--- config.mk ---
export PLATFORM = sky130hd
export DESIGN_NAME = spqa_front
export DESIGN_NICKNAME = d
export VERILOG_FILES = /design/src/rtl/spqa_pkg.sv /design/src/rtl/spqa_front.sv
export SDC_FILE = /design/constraint.sdc
export NUM_CORES = 1
export LEC_CHECK = 0
export BUFFER_PORTS_ARGS = -buffer_cell sky130_fd_sc_hd__buf_2
export CAP_MARGIN = 15
export CELL_PAD_IN_SITES_DETAIL_PLACEMENT = 0
export CELL_PAD_IN_SITES_GLOBAL_PLACEMENT = 1
export CORE_MARGIN = 8
export CORE_UTILIZATION = 45
export DETAILED_ROUTE_END_ITERATION = 7
export PLACE_DENSITY = 0.84
export SETUP_SLACK_MARGIN = 0.05
export SKIP_CTS_REPAIR_TIMING = 1
export SYNTH_ARGS = -nofsm -noshare
export SYNTH_HDL_FRONTEND = slang
export SYNTH_SLANG_ARGS = --single-unit
--- constraint.sdc ---
create_clock -name i_clk -period 5.7 [get_ports i_clk]
set_clock_uncertainty 0.1 [all_clocks]
set_input_delay 1.14 -clock i_clk [delete_from_list [all_inputs] [get_ports i_clk]]
set_output_delay 1.14 -clock i_clk [all_outputs]
set_load 0.02 [all_outputs]
--- src/rtl/spqa_pkg.sv ---
// Types, constants and helpers of the sample pair accumulator
`default_nettype none

package spqa_pkg;

    // Field widths
    localparam int unsigned VAL_W      = 16;
    localparam int unsigned ACC_W      = 31;
    localparam int unsigned CNT_W      = 32;
    localparam int unsigned STATUS_W   = 2;
    localparam int unsigned CFG_W      = 16;
    localparam int unsigned CFG_IDX_W  = 2;
    localparam int unsigned S_TDATA_W  = 32;
    localparam int unsigned M_TDATA_W  = 192;

    localparam int unsigned BINS_DEFAULT = 4096;

    // Largest signed 32-bit value; sums and counts stay below it
    localparam logic [CNT_W-1:0] SUM_CEIL  = 32'h7FFF_FFFF;
    localparam logic [ACC_W-1:0] CNT_LIMIT = 31'h7FFF_FFFE;

    // Register reset values
    localparam logic [CFG_W-1:0] LOW_THR_RST   = 16'h0000;
    localparam logic [CFG_W-1:0] MAX_DELTA_RST = 16'hFFFF;
    localparam logic [CFG_W-1:0] MAX_STEP_RST  = 16'hFFFF;

    typedef enum logic [CFG_IDX_W-1:0] {
        CFG_LOW_THRESHOLD  = 2'd0,
        CFG_MAX_PAIR_DELTA = 2'd1,
        CFG_MAX_STEP       = 2'd2
    } t_cfg_idx;

    typedef enum logic [STATUS_W-1:0] {
        ST_OK      = 2'd0,
        ST_DROP    = 2'd1,
        ST_DISCARD = 2'd2,
        ST_RANGE   = 2'd3
    } t_status;

    // Class the front end assigns to each item
    typedef enum logic [2:0] {
        K_READ  = 3'd0,
        K_RANGE = 3'd1,
        K_DROP  = 3'd2,
        K_DELTA = 3'd3,
        K_ADD   = 3'd4
    } t_kind;

    typedef struct packed {
        t_kind             kind;
        logic [VAL_W-1:0]  rb;
        logic [VAL_W-1:0]  dv;
    } t_job;

    // Queue head as seen by the back end
    typedef struct packed {
        logic  valid;
        t_job  job;
    } t_job_q;

    // Back end control toward the front end
    typedef struct packed {
        logic  pop;
        logic  clear_busy;
    } t_back_ctl;

    typedef enum logic [1:0] {
        S_CLEAR = 2'd0,
        S_IDLE  = 2'd1,
        S_CALC  = 2'd2
    } t_back_state;

    function automatic logic [VAL_W-1:0] absdiff(input logic [VAL_W-1:0] a,
                                                 input logic [VAL_W-1:0] b);
        return (a >= b) ? (a - b) : (b - a);
    endfunction

endpackage

`default_nettype wire

--- src/rtl/spqa_front.sv ---
// Front end: config registers, input acceptance, pre-classification and job queue
`default_nettype none

module spqa_front #(
    parameter int unsigned BINS = spqa_pkg::BINS_DEFAULT
) (
    input  logic                             i_clk,
    input  logic                             i_rst_n,
    input  logic                             i_cfg_we,
    input  logic [spqa_pkg::CFG_IDX_W-1:0]   i_cfg_index,
    input  logic [spqa_pkg::CFG_W-1:0]       i_cfg_wdata,
    input  logic                             i_s_axis_tvalid,
    output logic                             o_s_axis_tready,
    input  logic [spqa_pkg::S_TDATA_W-1:0]   i_s_axis_tdata,
    input  logic                             i_s_axis_tuser,
    output spqa_pkg::t_job_q                 o_job,
    input  spqa_pkg::t_back_ctl              i_ctl,
    output logic [spqa_pkg::VAL_W-1:0]       o_max_step
);
    import spqa_pkg::*;

    localparam logic [VAL_W:0] BINS_LIM = (VAL_W + 1)'(BINS);

    logic [CFG_W-1:0] r_low_thr;
    logic [CFG_W-1:0] r_max_delta;
    logic [CFG_W-1:0] r_max_step;

    logic [VAL_W-1:0] in_rb;
    logic [VAL_W-1:0] in_dv;
    t_kind            in_kind;
    logic             push;
    logic             pop;

    t_job             r_q [2];
    logic             r_wr_ptr;
    logic             r_rd_ptr;
    logic [1:0]       r_fill;

    // Configuration writes
    always_ff @(posedge i_clk) begin
        if (!i_rst_n) begin
            r_low_thr   <= LOW_THR_RST;
            r_max_delta <= MAX_DELTA_RST;
            r_max_step  <= MAX_STEP_RST;
        end else if (i_cfg_we) begin
            unique case (t_cfg_idx'(i_cfg_index))
                CFG_LOW_THRESHOLD:  r_low_thr   <= i_cfg_wdata;
                CFG_MAX_PAIR_DELTA: r_max_delta <= i_cfg_wdata;
                CFG_MAX_STEP:       r_max_step  <= i_cfg_wdata;
                default: ;
            endcase
        end
    end

    assign o_max_step = r_max_step;

    // Classify the incoming beat on what needs no running state
    assign in_rb = i_s_axis_tdata[VAL_W-1:0];
    assign in_dv = i_s_axis_tdata[2*VAL_W-1:VAL_W];

    always_comb begin
        priority if (i_s_axis_tuser) begin
            in_kind = ({1'b0, in_rb} >= BINS_LIM) ? K_RANGE : K_READ;
        end else if (({1'b0, in_rb} >= BINS_LIM) || ({1'b0, in_dv} >= BINS_LIM)) begin
            in_kind = K_RANGE;
        end else if ((in_rb < r_low_thr) || (in_dv < r_low_thr)) begin
            in_kind = K_DROP;
        end else if (absdiff(in_rb, in_dv) > r_max_delta) begin
            in_kind = K_DELTA;
        end else begin
            in_kind = K_ADD;
        end
    end

    // Two-entry job queue
    assign o_s_axis_tready = (r_fill != 2'd2) && !i_ctl.clear_busy;
    assign push            = i_s_axis_tvalid && o_s_axis_tready;
    assign pop             = i_ctl.pop;

    always_ff @(posedge i_clk) begin
        if (push) begin
            r_q[r_wr_ptr] <= '{kind: in_kind, rb: in_rb, dv: in_dv};
        end
    end

    always_ff @(posedge i_clk) begin
        if (!i_rst_n) begin
            r_wr_ptr <= 1'b0;
            r_rd_ptr <= 1'b0;
            r_fill   <= 2'd0;
        end else begin
            if (push) begin
                r_wr_ptr <= ~r_wr_ptr;
            end
            if (pop) begin
                r_rd_ptr <= ~r_rd_ptr;
            end
            unique case ({push, pop})
                2'b10:   r_fill <= r_fill + 2'd1;
                2'b01:   r_fill <= r_fill - 2'd1;
                default: r_fill <= r_fill;
            endcase
        end
    end

    assign o_job.valid = (r_fill != 2'd0);
    assign o_job.job   = r_q[r_rd_ptr];

endmodule

`default_nettype wire

# Yosys cells after proc, flatten, opt, wreduce, memory -nomap -nowiden
# Memory sizes are Yosys's and may differ from the RTL's. A register that Yosys moved wholly into a read port is not among the register bits.
# Index checks and enable logic that the tools add are counted.
dict set report totals {
  ff_bits 52
  mem_bits_rw 70
  out_inout_bits 53
  word_cells 46
  n_memories 1
}
dict set report op_classes {
  add_sub_neg 4
  order_cmp 6
  n_eq_ne 5
  mux 11
  bitwise 2
  n_reduce_logical 11
}
# name depth word_bits read_ports rd_ports_with_merged_regs wr line
set mem_list {}
lappend mem_list {r_q 2 35 1 1 1 spqa_front.sv:34} ;# t_job r_q [2];
# operator n
set op_table {}
lappend op_table {{$ge 16x13->1 const B} 2}
lappend op_table {{$lt 16x16->1} 2}
lappend op_table {{$sub 16x16->16} 2}
lappend op_table {{$ge 16x16->1} 1}
lappend op_table {{$gt 16x16->1} 1}
lappend op_table {{$mux 16} 1}
lappend op_table {{$mux 3} 4}
lappend op_table {{$reduce_and 2->1} 3}
lappend op_table {{$mux 1} 5}
lappend op_table {{$eq 2x1->1 const B} 2}
lappend op_table {{$eq 2x2->1 const B} 2}
lappend op_table {{$pmux 2 s2} 1}
lappend op_table {{$reduce_bool 2->1} 2}
lappend op_table {{$add 2x1->2 const B} 1}
lappend op_table {{$logic_and 1x1->1} 2}
lappend op_table {{$logic_not 2->1} 1}
lappend op_table {{$logic_or 1x1->1} 2}
lappend op_table {{$ne 2x2->1 const B} 1}
lappend op_table {{$not 1->1} 2}
lappend op_table {{$sub 2x1->2 const B} 1}
lappend op_table {{$logic_not 1->1} 1}

# Depth between registers and ports, before layout
# Gate-level depths: netlist of the first run.
dict set report logic_depth {
  depth_word 7
  mapped_depth 20
}

# Least setup slack after synthesis of the first run
# No wires, ideal clock.
dict set report synth_path {
  kind {input-to-reg}
  startpoint {in i_s_axis_tdata[0] in the netlist's numbering}
  endpoint {mem r_q[0][34] in the netlist's numbering, data pin}
  setup_ns 0.204
  arrival_time_ns 4.290
  required_ns 5.396
  setup_slack_ns 1.105
  path_stages 19
  n_path_buf 1
  path_cell_list {inv_1 ha_1 inv_1 fa_1 nand3_1 a311oi_2 o21ai_2 a2bb2oi_4 buf_6 a32oi_1 xnor2_1 ha_1 a21o_1 a21oi_1 nor2b_1 a2111oi_0 a22oi_1 nor2b_1 nor4b_1}
}
dict set report synth_via {
  elab_chain_len 7
  elab_cells_between_ends 13
  classes_between {add/sub (2); order compare (4); mux (5); reduce/logical (2)}
}
# item line
set synth_rtl {}
lappend synth_rtl {{from (decl)} spqa_front.sv:14} ;# input logic [spqa_pkg::S_TDATA_W-1:0] i_s_axis_tdata,
lappend synth_rtl {{$sub 16x16->16 / $ge 16x16->1 (equally long branches)} spqa_pkg.sv:75} ;# return (a >= b) ? (a - b) : (b - a);
lappend synth_rtl {{$mux 16} spqa_pkg.sv:75}
lappend synth_rtl {{$gt 16x16->1} spqa_front.sv:68} ;# end else if (absdiff(in_rb, in_dv) > r_max_delta) begin
lappend synth_rtl {{$mux 3} spqa_front.sv:68}
lappend synth_rtl {{$mux 3} spqa_front.sv:66} ;# end else if ((in_rb < r_low_thr) || (in_dv < r_low_thr)) begin
lappend synth_rtl {{$mux 3 (*)} spqa_front.sv:64} ;# end else if (({1'b0, in_rb} >= BINS_LIM) || ({1'b0, in_dv} >= BINS_LIM)) begin
lappend synth_rtl {{$mux 3 (*)} spqa_front.sv:62} ;# priority if (i_s_axis_tuser) begin
lappend synth_rtl {{via in_kind[2]} spqa_front.sv:30} ;# t_kind in_kind;
lappend synth_rtl {{to (decl)} spqa_front.sv:34}
# Mark *: on every way through the listed nets, which the timed path passes. The rest lies on a longest branch.

# Final worst setup path of the first run
dict set report layout_path {
  startpoint {in i_s_axis_tdata[0] in the netlist's numbering}
  endpoint {mem r_q[1][34] in the netlist's numbering, data pin}
}
# Same word-level chain as after synthesis.

==> metrics.csv, run 1 <==
stage;metric;value;unit
outcome;status;finished, final reports clean;
sta;final.period_utilization;0.8789;
cts;clk_pin_slew;50;ps
layout;final_core_util;0.5382;
routing;vias;5453;
die;rows;46;
cts;clock_latency;420;ps
setup_path;crit_arrival;5100;ps
setup_path;max_stage_delay;440;ps
routing;drt-total-wl;17.80;mm
min_path;min_from;o_max_step[2];
die;dieHeight;141.7;um
setup_path;slowest_stage;a2bb2oi_4;
synthesis;syn_inst;702;
sta;fin_crit;5010;ps
layout;final_cell_mix;buf_2 (109), nand2_1 (98), ha_1 (78), inv_1 (73), edfxtp_1 (70);
placement;dp_hpwl;13.52;mm
setup_path;startpoint;i_s_axis_tdata[0];
global_routing;grt_overflow;0;
cts;cts_buffers;17;
synthesis;ys.flop_type;edfxtp_1;
global_routing;antenna_found_initial;0;
layout;nNetsFinal;943;
die;die-area;20080;um^2
global_routing;grt_pass1_wl;28.56;mm
layout;diodes;0;
global_routing;grt_pass1_vias;5518;
layout;final_area;8426;um^2
routing;antenna_left;0;
synthesis;syn_nets;839;
die;io_pins;110;
setup_path;path_class;in -> reg;
synthesis;syn-mean-instance-area;10.13;um^2
die;core;15660;um^2
placement;place.gp.congestion;0.8596;
synthesis;ys_seq_elements;123;
cts;root_buffer;clkbuf_16;
layout;num-fill-cells;1418;
cts;htree_levels;4;
setup_path;crit-reg2reg-launch;r_low_thr[14];
sta;tightestPinTransition;1060;ps
min_path;hp-class;reg -> reg;
routing;drt_iter0_markers;259;
cts;clkSinkCount;123;
sta;setup_tns;0;ps
die;die_x;141.7;um
routing;drt-pass1-iter-count;4;
synthesis;yosys_warnings;0;
synthesis;synth_top_area_share;0.2956;
sta;finalHoldViolCount;0;
setup_path;crit_fanout;19;
synthesis;ys_types;63;
routing;drt-vias-per-instance;5.269;
sta;setup_viol;0;
synthesis;netlist_top_cells_area;edfxtp_1 (30%), dfxtp_1 (15%), ha_1 (14%);
pwr;p_per_area;305.0;nW/um^2
die;start_util;0.4542;
pwr;leakage;3.656;nW
placement;port_buffers;109;
global_routing;grt_max_degree;54;
pwr;ir_drop;0.0002046;V
setup_path;path_cells;buf_2 -> inv_1 -> ha_1 -> inv_1 -> fa_1 -> nand3_1 -> a311oi_2 -> o21ai_2 -> a2bb2oi_4 -> nor2_1 -> a32oi_1 -> xnor2_1 -> ha_1 -> a21o_1 -> a21oi_1 -> nor2b_1 -> a2111oi_0 -> a22oi_1 -> nor2b_1 -> nor4b_1;
flow_run;maxCapViolCount;0;
sta;max_clock_freq;0.1996;GHz
placement;placed_area;7843;um^2
synthesis;yosysTopAreaCell;edfxtp_1;
sta;slew_headroom;0.2915;
pwr;p_total;2.570;mW
setup_path;cp-end-kind;flop;
setup_path;crit_path_start_kind;input pin;
layout;syn2layout_area_growth;18.49;%
layout;final_common_cell;buf_2;
synthesis;yosysSeqAreaShare;0.4448;
synthesis;synth.cell_area;7111;um^2
synthesis;synthArstFlopShare;0;
cts;cts_tree;done;
global_routing;grt_usage;0.1808;
routing;route.detailed.drc;0;
sta;rsz0062_at_grt;no;
cts;clockBufferDepth;2;
layout;layout-drive-gt1-share;0.2369;
synthesis;synth_edf_count;70;
sta;final_max_slew_viol_count;0;
routing;wl_per_cell;17.20;um
sta;hold_ws;362.2;ps
setup_path;cp.required;5790;ps
[layer usage]
metal	part of all wire	track usage	vias to the layer above
met1	0.47	0.2376	2576
li1	-	-	2696
met4	0.024	0.07066	0
met3	0.058	0.04839	24
met2	0.45	0.2777	157
met5	0	0	-
[worst paths after layout]
path	end	slack, ps	cells after the start
worst min-delay path	o_max_step[2]	360	2
worst min register to register	o_max_step[2]	360	2
worst max register to register	r_q[1][34]	3070	9
worst max-delay path	r_q[1][34]	690	20
[state kept, by name, summed over array words and instances (netlist names), named ones only]
name and count:
r_max_delta 16, o_max_step 16, r_low_thr 16, r_wr_ptr 1
r_fill 2, r_q 70, r_rd_ptr 1
[cell usage after synthesis (3+ instances only)]
library cell	count
a21oi_2	3
mux2_2	35
nor2_1	19
a21boi_1	4
edfxtp_1	70
o21bai_1	7
a21oi_1	43
mux2i_1	4
o211ai_1	21
o21a_1	6
a21boi_0	14
nand3_1	23
a21o_1	17
ha_1	78
nand2_1	98
nand2b_1	3
dfxtp_1	53
inv_1	73
nor3_1	3
buf_1	3
o21ai_1	5
xor2_1	7
nand4_1	12
o21ai_0	12
a211oi_1	4
buf_2	7
nor2b_1	4
clkbuf_1	17
and2_1	4
xnor2_1	9
[through the flow]
step / setup slack [ps] / cells
2_1_floorplan: 1105 / 702
3_3_place_gp: 503.0 / 1003
6_report: 690.5 / 1035
3_5_place_dp: 335.6 / 1003
5_1_grt: 379.6 / 1035
4_1_cts: 739.3 / 1035
[where the power goes]
group / internal (mW) / switching [mW] / total (mW)
clock: 0.679 / 0.381 / 1.06
sequential: 0.983 / 0.0143 / 0.997
combinational: 0.203 / 0.311 / 0.513
total: 1.86 / 0.706 / 2.57
[cell families after synthesis]
| kind of cell | count (synthesis) | synth area share |
|---|---|---|
| buf+inv | 103 | 0.05771 |
| flops | 123 | 0.4448 |
| xor+xnor | 16 | 0.01971 |
| mux | 40 | 0.06264 |
| compound gates | 159 | 0.1559 |
| simple gates | 181 | 0.1163 |
| fa+ha+maj | 80 | 0.1429 |
[area by class of cell]
class | instances | area, um^2 | area share
multi-input combinational | 476 | 3545 | 0.4207
tap | 216 | 270.3 | 0.03208
inverter | 73 | 274.0 | 0.03252
timing repair buffer | 115 | 590.6 | 0.07009
clock buffer | 18 | 429.2 | 0.05094
clock inverter | 14 | 153.9 | 0.01827
sequential | 123 | 3163 | 0.3754
[worst max-delay path, delay by kind of cell]
family                     cells  cell delay (ps)
and+or+nand+nor                5              870
adders and majority gates      3              710
AOI/OAI and AO/OA              8             1960
xor gates and xnor gates       1              170
buffers and inverters          3              230
(Power assumes the default switching activity.)
==> run 2, diff against run 1 <==
==> constraint.sdc (replaced) <==
create_clock -name i_clk -period 5.7 [get_ports i_clk]
set_clock_uncertainty 0.1 [all_clocks]
set_input_delay 0.57 -clock i_clk [delete_from_list [all_inputs] [get_ports i_clk]]
set_output_delay 0.57 -clock i_clk [all_outputs]
set_load 0.02 [all_outputs]
==> metrics.csv, run 2 (synthesized netlist as in run 1, its figures left out) <==
stage;metric;value;unit
routing;drt-total-wl;17.49;mm
layout;top_register;r_q;
routing;drt_iter0_markers;213;
global_routing;grt_pass1_wl;28.13;mm
cts;cts_buffers;17;
die;die-area;20080;um^2
setup_path;crit_arrival;4520;ps
setup_path;reg2reg_to;r_q[0][34];
min_path;min_from;i_s_axis_tdata[0];
routing;vias;5437;
pwr;p_total;2.509;mW
pwr;leakage;3.637;nW
outcome;status;finished, final reports clean;
layout;final_core_util;0.5352;
pwr;p_per_area;299.5;nW/um^2
sta;finalHoldViolCount;0;
setup_path;startpoint;i_s_axis_tdata[5];
placement;placed_area;7820;um^2
flow_run;maxCapViolCount;0;
setup_path;crit-reg2reg-launch;r_low_thr[13];
die;io_pins;110;
sta;fin_crit;4413;ps
min_path;whs_path_depth;1;
sta;slew_headroom;0.3015;
die;start_util;0.4542;
routing;drt-vias-per-instance;5.268;
sta;setup_tns;0;ps
die;core;15660;um^2
cts;clockBufferDepth;2;
die;dieHeight;141.7;um
setup_path;crit_fanout;19;
placement;dp_hpwl;13.40;mm
cts;root_buffer;clkbuf_16;
sta;tightestPinTransition;1045;ps
routing;drt-pass1-iter-count;5;
die;die_x;141.7;um
routing;wl_per_cell;16.94;um
pwr;ir_drop;0.0002115;V
setup_path;rr_worst_depth;9;
min_path;hold_end;r_q[1][16];
layout;layout-drive-gt1-share;0.2377;
routing;antenna_left;0;
layout;final_area;8379;um^2
global_routing;grt_overflow;0;
setup_path;path_class;in -> reg;
layout;nNetsFinal;940;
setup_path;cp.required;5810;ps
sta;setup_viol;0;
layout;diodes;0;
cts;htree_levels;4;
global_routing;grt_usage;0.1779;
die;rows;46;
layout;final_common_cell;buf_2;
sta;max_clock_freq;0.2266;GHz
cts;clock_latency;420;ps
sta;rsz0062_at_grt;no;
placement;place.gp.congestion;0.8937;
cts;cts_tree;done;
setup_path;rrSetupSlack;3150;ps
layout;final_cell_mix;buf_2 (109), nand2_1 (98), ha_1 (78), inv_1 (73), edfxtp_1 (70);
setup_path;crit_path_start_kind;input pin;
placement;port_buffers;109;
sta;final.period_utilization;0.7742;
global_routing;antenna_found_initial;0;
setup_path;cp-end-kind;flop;
cts;clkSinkCount;123;
min_path;hp-class;in -> reg;
layout;largest_reg_flops;70;
layout;syn2layout_area_growth;17.84;%
routing;route.detailed.drc;0;
sta;final_max_slew_viol_count;0;
global_routing;grt_max_degree;54;
cts;clk_pin_slew;50;ps
global_routing;grt_pass1_vias;5412;
[run 2: cell count changes in the layout (fill, tap and decap cells not counted)]
cell	previous run	this run
clkbuf_4	0	1
clkbuf_8	0	2
inv_4	0	2
buf_4	6	3
bufinv_16	3	1
clkinv_1	3	0
[run 2: cell type report]
class / count / area (um^2)
fillers: 1399 / 7276
multi-input cells: 476 / 3545
flip-flops and latches: 123 / 3163
repair buffers: 112 / 568.0
clock buffers: 21 / 464.2
inverters: 73 / 274.0
well taps: 216 / 270.3
clock inverters: 11 / 95.09
[run 2: worst max-delay path by stage]
| stage | end | depth (start not counted) |
|---|---|---|
| 4_1_cts | r_q[0][34] | 18 |
| 6_report | r_q[0][34] | 18 |
| 3_5_place_dp | r_q[0][34] | 18 |
| 3_3_place_gp | r_q[0][34] | 20 |
| 2_1_floorplan | r_q[0][34] | 19 |
| 5_1_grt | r_q[0][34] | 19 |
[run 2: power breakdown]
group	total (mW)	switching [mW]	leakage (nW)	internal [mW]
combinational	0.508	0.308	2.29	0.200
clock	1.00	0.381	0.277	0.624
sequential	0.997	0.0142	1.07	0.983
[run 2: critical path: stages]
cell and delay (ps):
buf_2 140, inv_1 50, ha_1 420, nand2_2 170, a311oi_2 340, o21ai_2 130, a2bb2oi_4 470, nor2_1 110
a32oi_1 200, xnor2_1 150, ha_1 270, a21o_1 180, a21oi_1 130, nor2b_1 60, a2111oi_0 390, a22oi_1 220
nor2b_1 220, nor4b_1 310
[run 2: stage by stage]
| step | instances | worst slack [ps] | hold WS [ps] |
|---|---|---|---|
| floorplan | 702 | 1675 | 335.1 |
| global placement | 1000 | 1058 | 346.3 |
| detailed placement | 1000 | 943.2 | 349.6 |
| CTS | 1032 | 1374 | 260.2 |
| global route | 1032 | 960.9 | 271.7 |
| finish | 1032 | 1287 | 284.9 |
[run 2: routing by layer]
layer,part of all wire,track usage,routed length (um)
met2,0.44,0.2704,7659
met1,0.49,0.2351,8501
met5,0,0,0
met3,0.049,0.03999,851
met4,0.027,0.08592,474
==> run 3, diff against run 2 <==
- ABC_AREA: default -> 1
- CORE_UTILIZATION: 45 -> 43
- PLACE_DENSITY: 0.84 -> 0.83
- clock period: 5.7 -> 4.2 ns (I/O delays scaled with it)
==> metrics.csv, run 3 <==
stage;metric;value;unit
pwr;power.share.clock;0.423;
cts;cts_tree;done;
setup_path;crit_end;r_q[1][34];
synthesis;syn-mean-instance-area;8.314;um^2
pwr;combinationalPowerShare;0.199;
die;dieHeight;147.8;um
placement;place_inst;1214;
pwr;internal_power;2.576;mW
layout;top_register;r_q;
setup_path;path_depth;25;
layout;layout-drive-gt1-share;0.1881;
synthesis;synth.cell_area;7475;um^2
die;rows;48;
setup_path;reg2reg_to;r_q[0][31];
pwr;netSwitchingFraction;0.2783;
layout;finalNonFillerCells;1246;
layout;nNetsFinal;1145;
cts;clockBufferDepth;2;
global_routing;grt_max_degree;53;
layout;final_common_cell;nand2_1;
global_routing;grt_pass1_wl;28.48;mm
flow_run;maxCapViolCount;0;
sta;finalHoldViolCount;0;
setup_path;crit_arrival;3480;ps
die;die-area;21860;um^2
sta;final_max_slew_viol_count;0;
setup_path;rrSetupSlack;2080;ps
layout;syn2layout_area_growth;18.41;%
synthesis;synthMuxAreaShare;0.05273;
routing;drt-vias-per-instance;4.778;
die;io_pins;110;
routing;vias;5954;
cts;root_buffer;clkbuf_16;
global_routing;antenna_found_initial;0;
routing;antenna_left;0;
synthesis;syn_inst;899;
die;start_util;0.4352;
routing;wl_per_cell;13.74;um
sta;rsz0062_at_grt;no;
pwr;leakage;4.345;nW
setup_path;cp.required;4270;ps
setup_path;slowest_stage;fa_1;
routing;drt-pass1-iter-count;5;
sta;max_clock_freq;0.2935;GHz
synthesis;synth-xor-area-share;0.01172;
synthesis;yosysSeqAreaShare;0.4232;
setup_path;crit_top_cell;nand2_1;
sta;final.period_utilization;0.8113;
sta;hold_ws;122.6;ps
layout;largest_reg_flops;70;
sta;setup_tns;0;ps
sta;tightestPinTransition;1027;ps
pwr;p_total;3.569;mW
setup_path;startpoint;i_s_axis_tdata[0];
sta;fin_crit;3407;ps
synthesis;yosys_warnings;0;
min_path;hp-class;in -> reg;
layout;seq_area;3163;um^2
layout;final_area;8851;um^2
pwr;p_per_area;403.3;nW/um^2
synthesis;ys_seq_elements;123;
routing;drt-total-wl;17.12;mm
synthesis;ys_types;36;
routing;route.detailed.drc;0;
layout;multi_input_area;3655;um^2
layout;num-fill-cells;1643;
setup_path;path_class;in -> reg;
setup_path;crit-reg2reg-launch;r_fill[0];
global_routing;grt_usage;0.1620;
outcome;status;finished, final reports clean;
cts;clkSinkCount;123;
synthesis;yosysTopAreaCell;edfxtp_1;
synthesis;synthAdderAreaFrac;0.1359;
cts;clk_pin_slew;60;ps
cts;cts_buffers;17;
setup_path;rr_worst_depth;4;
setup_path;crit_fanout;17;
sta;slew_headroom;0.3137;
cts;htree_levels;4;
setup_path;critPathBufInv;6;
pwr;ir_drop;0.0002755;V
placement;port_buffers;109;
setup_path;max_stage_delay;410;ps
routing;drt_iter0_markers;377;
synthesis;synth.most_common_cell;nand2_1;
setup_path;cp-end-kind;flop;
die;core;17180;um^2
layout;final_cell_mix;nand2_1 (228), inv_1 (149), buf_2 (109), ha_1 (78), edfxtp_1 (70);
placement;placed_area;8240;um^2
synthesis;netlist_top_cells_count;nand2_1 (228), inv_1 (149), ha_1 (78), edfxtp_1 (70), a21oi_1 (68);
synthesis;synth_edf_count;70;
cts;clock_latency;430;ps
sta;setup_viol;0;
pwr;seqPwrFrac;0.377;
placement;dp_hpwl;13.08;mm
synthesis;synth_compound_area_frac;0.1004;
global_routing;grt_pass1_vias;5864;
setup_path;crit_path_start_kind;input pin;
placement;place.gp.congestion;0.8469;
setup_path;crit_family;simple AND/OR/NAND/NOR gates;
synthesis;synthArstFlopShare;0;
global_routing;grt_overflow;0;
synthesis;ys.flop_type;edfxtp_1;
layout;diodes;0;
pwr;switching_power;0.9933;mW
synthesis;netlist_top_cells_area;edfxtp_1 (28%), dfxtp_1 (14%), ha_1 (13%);
synthesis;syn_nets;1036;
die;die_x;147.8;um
synthesis;synth_top_area_share;0.2812;
synthesis;synth-simple-area-share;0.1855;
synthesis;synth_top_family_by_area;simple AND/OR/NAND/NOR gates;
[run 3: cell types whose count changed in the layout (fill, tap and decap cells not counted), sizes merged, moves of 18 or more]
| cell | previous run | this run |
|---|---|---|
| a21boi | 18 | 0 |
| a21oi | 46 | 68 |
| inv | 75 | 151 |
| nand2 | 99 | 235 |
| nand3 | 23 | 41 |
| nor2 | 19 | 53 |
| o21ai | 19 | 43 |
[run 3: stage by stage]
| stage | setup slack (ps) | util |
|---|---|---|
| 2_1_floorplan | 1024 | - |
| 3_3_place_gp | 463.6 | 0.4797 |
| 3_5_place_dp | 387.5 | 0.4797 |
| 4_1_cts | 780.7 | 0.5153 |
| 5_1_grt | 458.4 | 0.5153 |
| 6_report | 792.5 | 0.5153 |
[run 3: power groups by stage]
| stage | registers [mW] | clock network (mW) | logic [mW] |
|---|---|---|---|
| final | 1.35 | 1.51 | 0.711 |
| after floorplan | 1.38 | 0 | 0.499 |
| after global placement | 1.37 | 0 | 0.710 |
| after CTS | 1.35 | 1.54 | 0.718 |
| after global routing | 1.35 | 1.59 | 0.816 |
| after detailed placement | 1.37 | 0 | 0.711 |
[run 3: layout make-up]
class	instances	share of cell area
multi-input combinational	602	0.4129
sequential	123	0.3574
inverter	152	0.06474
timing repair buffer	112	0.06418
clock buffer	21	0.04976
tap	225	0.03181
clock inverter	11	0.01923
[run 3: worst min-delay path by stage]
stage	from	end	slack, ps	depth (start not counted)
2_1_floorplan	r_low_thr[10]	r_low_thr[10]	360	2
3_3_place_gp	o_max_step[9]	o_max_step[9]	350	2
3_5_place_dp	o_max_step[6]	o_max_step[6]	350	2
4_1_cts	i_s_axis_tdata[0]	r_q[1][16]	100	1
5_1_grt	i_s_axis_tdata[0]	r_q[1][16]	100	1
6_report	i_s_axis_tdata[0]	r_q[1][16]	120	1
[run 3: cell families after synthesis]
kind of cell               Yosys count
DFF                                123
adders and majority gates           80
muxes                               35
buffers and inverters              174
and+or+nand+nor                    341
xor gates and xnor gates            10
AOI/OAI and AO/OA                  136
[run 3: metal layers]
layer | GRT usage | vias up | wire length [um] | part of all wire
met5 | 0 | - | 0 | 0
met4 | 0.06272 | 0 | 227 | 0.013
met3 | 0.04341 | 14 | 899 | 0.053
met2 | 0.2374 | 116 | 7265 | 0.42
met1 | 0.2225 | 2668 | 8724 | 0.51
li1 | - | 3156 | - | -
